$ cat src/rtl/klst_pkg.sv
package klst_pkg;

   // Table geometry
   localparam int SLOT_COUNT = 32;
   localparam int SLOT_W     = (SLOT_COUNT > 1) ? $clog2(SLOT_COUNT) : 1;
   localparam int CNT_W      = $clog2(SLOT_COUNT + 1);

   // Result codes for how_chosen
   localparam logic [1:0] HOW_KEY    = 2'd0;
   localparam logic [1:0] HOW_EXPIRE = 2'd1;
   localparam logic [1:0] HOW_FORCE  = 2'd2;

   // Operation codes
   localparam logic OP_ALLOC = 1'b0;
   localparam logic OP_TICK  = 1'b1;

   // Sequencer states
   typedef enum logic [1:0] {
      ST_IDLE,
      ST_EVAL,
      ST_APPLY,
      ST_COUNT
   } state_type;

   // Broadcast from the sequencer to every cell
   typedef struct packed {
      logic        eval;      // capture match flags and decay product
      logic        apply;     // write allocation or apply decay
      logic        is_tick;
      logic        use_key;   // allocation goes to first key match
      logic        to_zero;   // allocation goes to slot zero
      logic [15:0] key;
      logic [15:0] radius;
      logic [15:0] decay;
      logic [15:0] elapsed;
      logic [31:0] now;
      logic [31:0] expiry;    // saturated now + lifetime
   } ctl_type;

   // Priority chain passed from one cell to the next
   typedef struct packed {
      logic key_seen;
      logic exp_seen;
   } chain_type;

   // Per-cell status back to the sequencer
   typedef struct packed {
      logic take;
      logic live;
   } stat_type;

   // Saturating 32-bit add
   function automatic logic [31:0] sat_add32(input logic [31:0] a, input logic [31:0] b);
      logic [32:0] s;
      s = {1'b0, a} + {1'b0, b};
      return s[32] ? 32'hFFFF_FFFF : s[31:0];
   endfunction

endpackage

$ cat src/rtl/klst_cell.sv
module klst_cell (
   input  logic                clock,
   input  logic                reset,
   input  klst_pkg::ctl_type   ctl,
   input  logic                force_here,
   input  klst_pkg::chain_type chain_in,
   output klst_pkg::chain_type chain_out,
   output klst_pkg::stat_type  stat
);
   import klst_pkg::*;

   // Slot state
   logic [15:0] key_ff,    key_in;
   logic [31:0] expiry_ff, expiry_in;
   logic [15:0] radius_ff, radius_in;
   logic [15:0] decay_ff,  decay_in;

   // Per-item scratch
   logic        hit_ff,    hit_in;
   logic        expired_ff, expired_in;
   logic [31:0] loss_ff,   loss_in;

   logic        take;
   logic        live;
   logic [21:0] loss;

   // Priority chain: first matching cell wins
   assign chain_out.key_seen = chain_in.key_seen | hit_ff;
   assign chain_out.exp_seen = chain_in.exp_seen | expired_ff;

   always_comb begin
      if (ctl.use_key) begin
         take = hit_ff & ~chain_in.key_seen;
      end else if (ctl.to_zero) begin
         take = force_here;
      end else begin
         take = expired_ff & ~chain_in.exp_seen;
      end
   end

   assign live      = (expiry_ff >= ctl.now) && (radius_ff != 16'd0);
   assign stat.take = take;
   assign stat.live = live;
   assign loss      = loss_ff[31:10];

   // Next state
   always_comb begin
      key_in     = key_ff;
      expiry_in  = expiry_ff;
      radius_in  = radius_ff;
      decay_in   = decay_ff;
      hit_in     = hit_ff;
      expired_in = expired_ff;
      loss_in    = loss_ff;
      if (ctl.eval) begin
         hit_in     = (key_ff == ctl.key);
         expired_in = (expiry_ff < ctl.now);
         loss_in    = {16'd0, ctl.elapsed} * {16'd0, decay_ff};
      end
      if (ctl.apply) begin
         if (ctl.is_tick) begin
            if (live) begin
               if (loss >= {6'd0, radius_ff}) begin
                  radius_in = 16'd0;
               end else begin
                  radius_in = radius_ff - loss[15:0];
               end
            end
         end else if (take) begin
            key_in    = ctl.key;
            expiry_in = ctl.expiry;
            radius_in = ctl.radius;
            decay_in  = ctl.decay;
         end
      end
   end

   always_ff @(posedge clock) begin
      if (reset) begin
         key_ff     <= '0;
         expiry_ff  <= '0;
         radius_ff  <= '0;
         decay_ff   <= '0;
         hit_ff     <= 1'b0;
         expired_ff <= 1'b0;
      end else begin
         key_ff     <= key_in;
         expiry_ff  <= expiry_in;
         radius_ff  <= radius_in;
         decay_ff   <= decay_in;
         hit_ff     <= hit_in;
         expired_ff <= expired_in;
      end
   end

   // Product scratch needs no reset
   always_ff @(posedge clock) begin
      loss_ff <= loss_in;
   end

endmodule
$ cat config.mk
export PLATFORM = sky130hd
export DESIGN_NAME = klst_cell
export DESIGN_NICKNAME = d
export VERILOG_FILES = /design/src/rtl/klst_pkg.sv /design/src/rtl/klst_cell.sv
export SDC_FILE = /design/constraint.sdc
export NUM_CORES = 1
export LEC_CHECK = 0
export ABC_AREA = 1
export BUFFER_PORTS_ARGS = -buffer_cell sky130_fd_sc_hd__clkbuf_2
export CAP_MARGIN = 20
export CORE_ASPECT_RATIO = 0.8
export CORE_MARGIN = 3
export CORE_UTILIZATION = 40
export CTS_CLUSTER_DIAMETER = 120
export DETAILED_ROUTE_END_ITERATION = 8
export REMOVE_ABC_BUFFERS = 1
export SYNTH_ARGS = -nofsm -noshare
export SYNTH_HDL_FRONTEND = slang
export SYNTH_SLANG_ARGS = --single-unit
$ cat constraint.sdc
create_clock -name clock -period 10.85 [get_ports clock]
set_clock_uncertainty 0.15 [all_clocks]
set_input_delay 2.17 -clock clock [delete_from_list [all_inputs] [get_ports clock]]
set_output_delay 2.17 -clock clock [all_outputs]
set_load 0.005 [all_outputs]
# --- After elaboration in Yosys (flattened, before gate mapping) ---
# Cells that the tools add are included.
# Widths: inputs -> output; s select.
classes:
  n_addsub: 1
  multipliers: 1
  magnitude_cmp: 3
  n_eq_ne: 2
  mux: 6
  n_bitwise: 7
  n_reduce_logical: 5
ops:
  columns: ["op", "n"]
  rows:
  - ["$mux 16", 4]
  - ["$ge 32x32->1", 1]
  - ["$lt 32x32->1", 1]
  - ["$mul 16x16->32", 1]
  - ["$ge 22x16->1", 1]
  - ["$eq 16x16->1", 1]
  - ["$reduce_bool 16->1", 1]
  - ["$sub 16x16->16", 1]
  - ["$reduce_and 3->1", 2]
  - ["$not 1->1", 3]
  - ["$and 1x1->1", 2]
  - ["$mux 1", 2]
  - ["$ne 2x1->1 const B", 1]
  - ["$or 1x1->1", 2]
  - ["$reduce_bool 2->1", 1]
  - ["$logic_and 1x1->1", 1]
totals:
  register_bits: 114
  in_bits: 138
  output_inout_bits: 4
  wordCells: 32

# --- Longest topological paths before layout ---
depth:
  word_depth: 6
  ltp_mapped: 28
  mapped_depth_nobuf: 26

# --- Worst setup path after synthesis ---
# No wires, ideal clock.
synth_timing:
  path_kind: "input port to flip-flop"
  startpoint: "input ctl[71] in the netlist's numbering"
  endpoint: "register loss_ff[29] (data pin)"
  setup_ns: 0.262
  t_arrival_ns: 7.169
  t_required_ns: 10.438
  path_slack_ns: 3.269
  path_stages: 21
  n_path_buf: 2
  cell_sequence: "clkbuf_1 -> clkbuf_1 -> nand2_1 -> fa_1 -> inv_1 -> fa_1 -> fa_1 -> fa_1 -> fa_1 -> inv_1 -> fa_1 -> inv_1 -> ha_1 -> nand2_1 -> nor2_1 -> inv_1 -> nor3_1 -> nand3_1 -> nand4_1 -> a21oi_1 -> xor2_1"
synth_between:
  elab_chain_cells: 1
synth_rtl:
  columns: ["element", "line_no", "text"]
  rows:
  - ["start, declared", "klst_cell.sv:4", "input klst_pkg::ctl_type ctl,"]
  - ["$mul 16x16->32", "klst_cell.sv:58", "loss_in = {16'd0, ctl.elapsed} * {16'd0, decay_ff};"]
  - ["end signal, assigned", "klst_cell.sv:98", "loss_ff <= loss_in;"]
  - ["end, declared", "klst_cell.sv:21", "logic [31:0] loss_ff, loss_in;"]
# Every way passes these cells.
# A chain may end at the register's enable or synchronous reset.

# --- Worst setup path in the final report ---
layout_timing:
  startpoint: "input ctl[74] in the netlist's numbering"
  endpoint: "register loss_ff[29] (data pin)"
# The elaborated chain is that of the path after synthesis.

==> key figures <==
Yosys
  • Largest family of logic cells by synthesized area: adder cells
  • Simple logic cell fraction of the synthesized area: 0.177
  • Synth Area in XOR/XNOR: 0.0203
  • Mux contribution to synthesized area: 0
  • Sequential area share after synthesis: 0.152
  • Mean Syn Cell Area: 7.35 um^2
  • Main synth FF type: dfxtp_1
  • Yosys warning count: 0
  • Count leader, synth: inv_1
  • Largest cells by area after synthesis: fa_1, ha_1, inv_1
  • Synth Register Bits: 104
  • Yosys top cell area share: 0.257
  • Post-synth EDFFs: 22
  • Largest area contributor in the netlist: fa_1
  • Synth async-reset ratio: 0
  • Yosys cell types: 46
  • Synth top cells by count: inv_1, nand2_1, fa_1
  • Synth Area in Adders: 0.393
  • Mapped Cells: 2,057
  • Complex-gate fraction of the synthesized area: 0.0976
  • Netlist Area Pre-Place: 0.0151 mm^2

Drt
  • Post-Route WL: 39,500 um
  • Via count: 12,510
  • Drt drc: 0
  • Final antenna-violating net count: 0
  • Wire length per cell: 15.1 um
  • DR iter-0 viols: 784
  • DR vias/cell: 4.79
  • DRT Pass-1 Iters: 5

Floorplan
  • Num ports: 142
  • Chip width: 223 um
  • Starting Density: 0.407
  • Die Span Y: 180 um
  • Total core area: 0.0371 mm^2
  • Total Die Area: 0.0402 mm^2
  • Row cnt: 63

Power
  • Int Pwr: 870 uW
  • Clock power frac: 0.241
  • Leakage: 0.00930 uW
  • Power share of the sequential group: 0.321
  • Net Sw Frac: 0.416
  • Worst VDD drop: 0.0732 mV
  • Sw Pwr: 619 uW
  • Combinational power share: 0.439
  • Pwr dens: 90.8 mW/mm^2

Timing
  • Final Cycle Share: 0.688
  • Max Transition Viols Final: 0
  • Fin worst setup slack: 3.39 ns
  • Fmax: 0.134 GHz
  • Rel. slew slack: 0.320
  • Post-route setup TNS: 0 ns
  • Fin crit period: 7.46 ns
  • Endpoints failing hold: 0
  • RSZ-0062 raised after global routing: false
  • Worst Max-Slew Pin Slew: 1.02 ns
  • Hold Slack: 0.302 ns
  • Endpoints failing setup: 0

Critical path
  • CP top delay family: adder cells
  • Buf/Inv on CP: 5
  • Setup crit start kind: input pin
  • Crit path max-delay cell type: fa_1
  • CP Class: input pin to flip-flop
  • Worst path most repeated cell: fa_1
  • Req. time, crit path: 10.82 ns
  • CP peak stage delay: 0.55 ns
  • Crit path max fanout: 16
  • CP Capture Type: flip-flop
  • CP Cell Sequence: clkbuf_2 > nand2_1 > fa_1 > fa_1 > inv_1 > fa_1 > fa_1 > fa_1 > inv_1 > fa_1 > inv_1 > ha_1 > nand2_1 > nor2_1 > inv_1 > nor3_1 > nand3_1 > nand4_1 > a21oi_1 > xor2_1
  • Worst Path Arrival: 7.44 ns

Clock network
  • Root buffer cell: clkbuf_16
  • CTS Buffer Depth: 2
  • Clock H-tree levels: 3
  • CTS tree: done
  • Clk slew on worst S/H paths: 0.08 ns
  • CTS Hold Bufs: 0
  • Latest clock arrival within the worst-skew pair: 0.38 ns
  • Clk sink count: 104
  • Resized cells post-CTS: 0
  • Setup Fix Bufs, Post-CTS: 0
  • Num CTS Buffers: 9

Global route
  • GRT overflow: 0
  • Largest net degree at the start of global routing: 113
  • Initial antenna violation count: 0
  • Vias in the first global route: 12,706
  • First-pass GRT wire length: 65,500 um
  • Global Route Usage Sum: 0.201

Min path
  • Hold Crit Class: flip-flop to flip-flop

Cells and area
  • Fill count: 3,782
  • Nets: 2,616
  • Multi-input logic area: 0.0104 mm^2
  • Antenna cell count: 0
  • Final core utilization: 0.442
  • Share of cells above drive strength 1: 0.0889
  • Area grow syn2layout: 8.49%
  • Register area: 0.00230 mm^2

Flow run
  • Max-cap check violation count: 0

Place
  • Dpl hpwl: 32,000 um
  • Pre-CTS WS: 2.98 ns
  • Number of buffers added on ports: 141
  • Gp weighted congestion: 0.858

Outcome
  • Outcome: complete, no violations
[state kept, by name, summed over array words and instances, names as in the netlist]
name and flops:
loss_ff 22, decay_ff 16, expired_ff 1, expiry_ff 32, key_ff 16, radius_ff 16, hit_ff 1
[path summary, 6_finish.rpt]
| path | startpoint | end | slack (ns) | cells after the start |
|---|---|---|---|---|
| min reg2reg | expiry_ff[5]$_SDFFE_PP0P_ | expiry_ff[5]$_SDFFE_PP0P_ | 0.30 | 2 |
| max | ctl[74] | loss_ff[29]$_DFFE_PP_ | 3.39 | 20 |
| max reg2reg | decay_ff[11]$_SDFFE_PP0P_ | loss_ff[29]$_DFFE_PP_ | 4.67 | 19 |
| min | expiry_ff[5]$_SDFFE_PP0P_ | expiry_ff[5]$_SDFFE_PP0P_ | 0.30 | 2 |
[stage by stage]
step	cells	instance area, um^2	power (uW)
2_1_floorplan	1965	14700	932
3_3_place_gp	2596	16100	1120
3_5_place_dp	2596	16100	1140
4_1_cts	2612	16400	1510
5_1_grt	2612	16400	1630
6_report	2612	16400	1490
[power by group through the flow]
stage,clock network (uW),registers (uW),logic [uW]
after floorplan,0,468,463
after global placement,0,484,641
after detailed placement,0,486,652
after CTS,374,477,657
after global routing,389,482,760
final,358,477,653
[cells in the final DEF (no fill, tap or decap), types with 3 or more instances in the layout]
cell type  Yosys  layout
a21boi_0       8       8
a21boi_2       4       4
a21o_1         8       8
a21oi_1      137     137
a221oi_1       3       3
buf_4          4       3
clkbuf_16      0       9
clkbuf_2       2     141
dfxtp_1       82      82
edfxtp_1      22      22
fa_1         194     194
ha_1         164     164
inv_1        539     539
inv_8          0       3
nand2_1      470     470
nand2_2        7       7
nand3_1       43      42
nand4_1        8       8
nor2_1        93      93
nor2_2         4       4
nor2_4         3       3
nor3_1         9       9
nor4_1         7       7
o21a_1         5       5
o21ai_0       91      91
o21bai_1       6       6
or2_2          3       3
xnor2_1        8       8
xor2_1        27      27
[worst reg2reg max path: stages, from the launching register on]
cell and delay [ns]:
dfxtp_1 0.89, nand2_1 0.17, fa_1 0.54, inv_1 0.05, fa_1 0.46, fa_1 0.55, fa_1 0.54, fa_1 0.55
inv_1 0.05, fa_1 0.52, inv_1 0.04, ha_1 0.35, nand2_1 0.11, nor2_1 0.16, inv_1 0.05, nor3_1 0.20
nand3_1 0.11, nand4_1 0.17, a21oi_1 0.11, xor2_1 0.15
[layer usage]
metal  wire, um  share of wire  track usage
met1      19900           0.50        0.302
met2      16200           0.41        0.298
met3       2980          0.075       0.0457
met4        433          0.011       0.0328
met5          0              0            0
[final cells by class]
cell class,instances,area share
multi-input combinational,1319,0.635
sequential,104,0.140
inverter,542,0.124
timing repair buffer,144,0.0444
tap,487,0.0372
clock buffer,10,0.0140
clock inverter,6,0.00527
[kinds of logic (layout without fill, tap and decap cells)]
logic type	after synthesis	in the layout
and+or+nand+nor	656	656
buffers and inverters	634	702
adders and majority gates	358	358
AOI/OAI and AO/OA	270	270
DFF	104	104
xor gates and xnor gates	35	35
No activity file was read; power rests on OpenSTA's default activity.
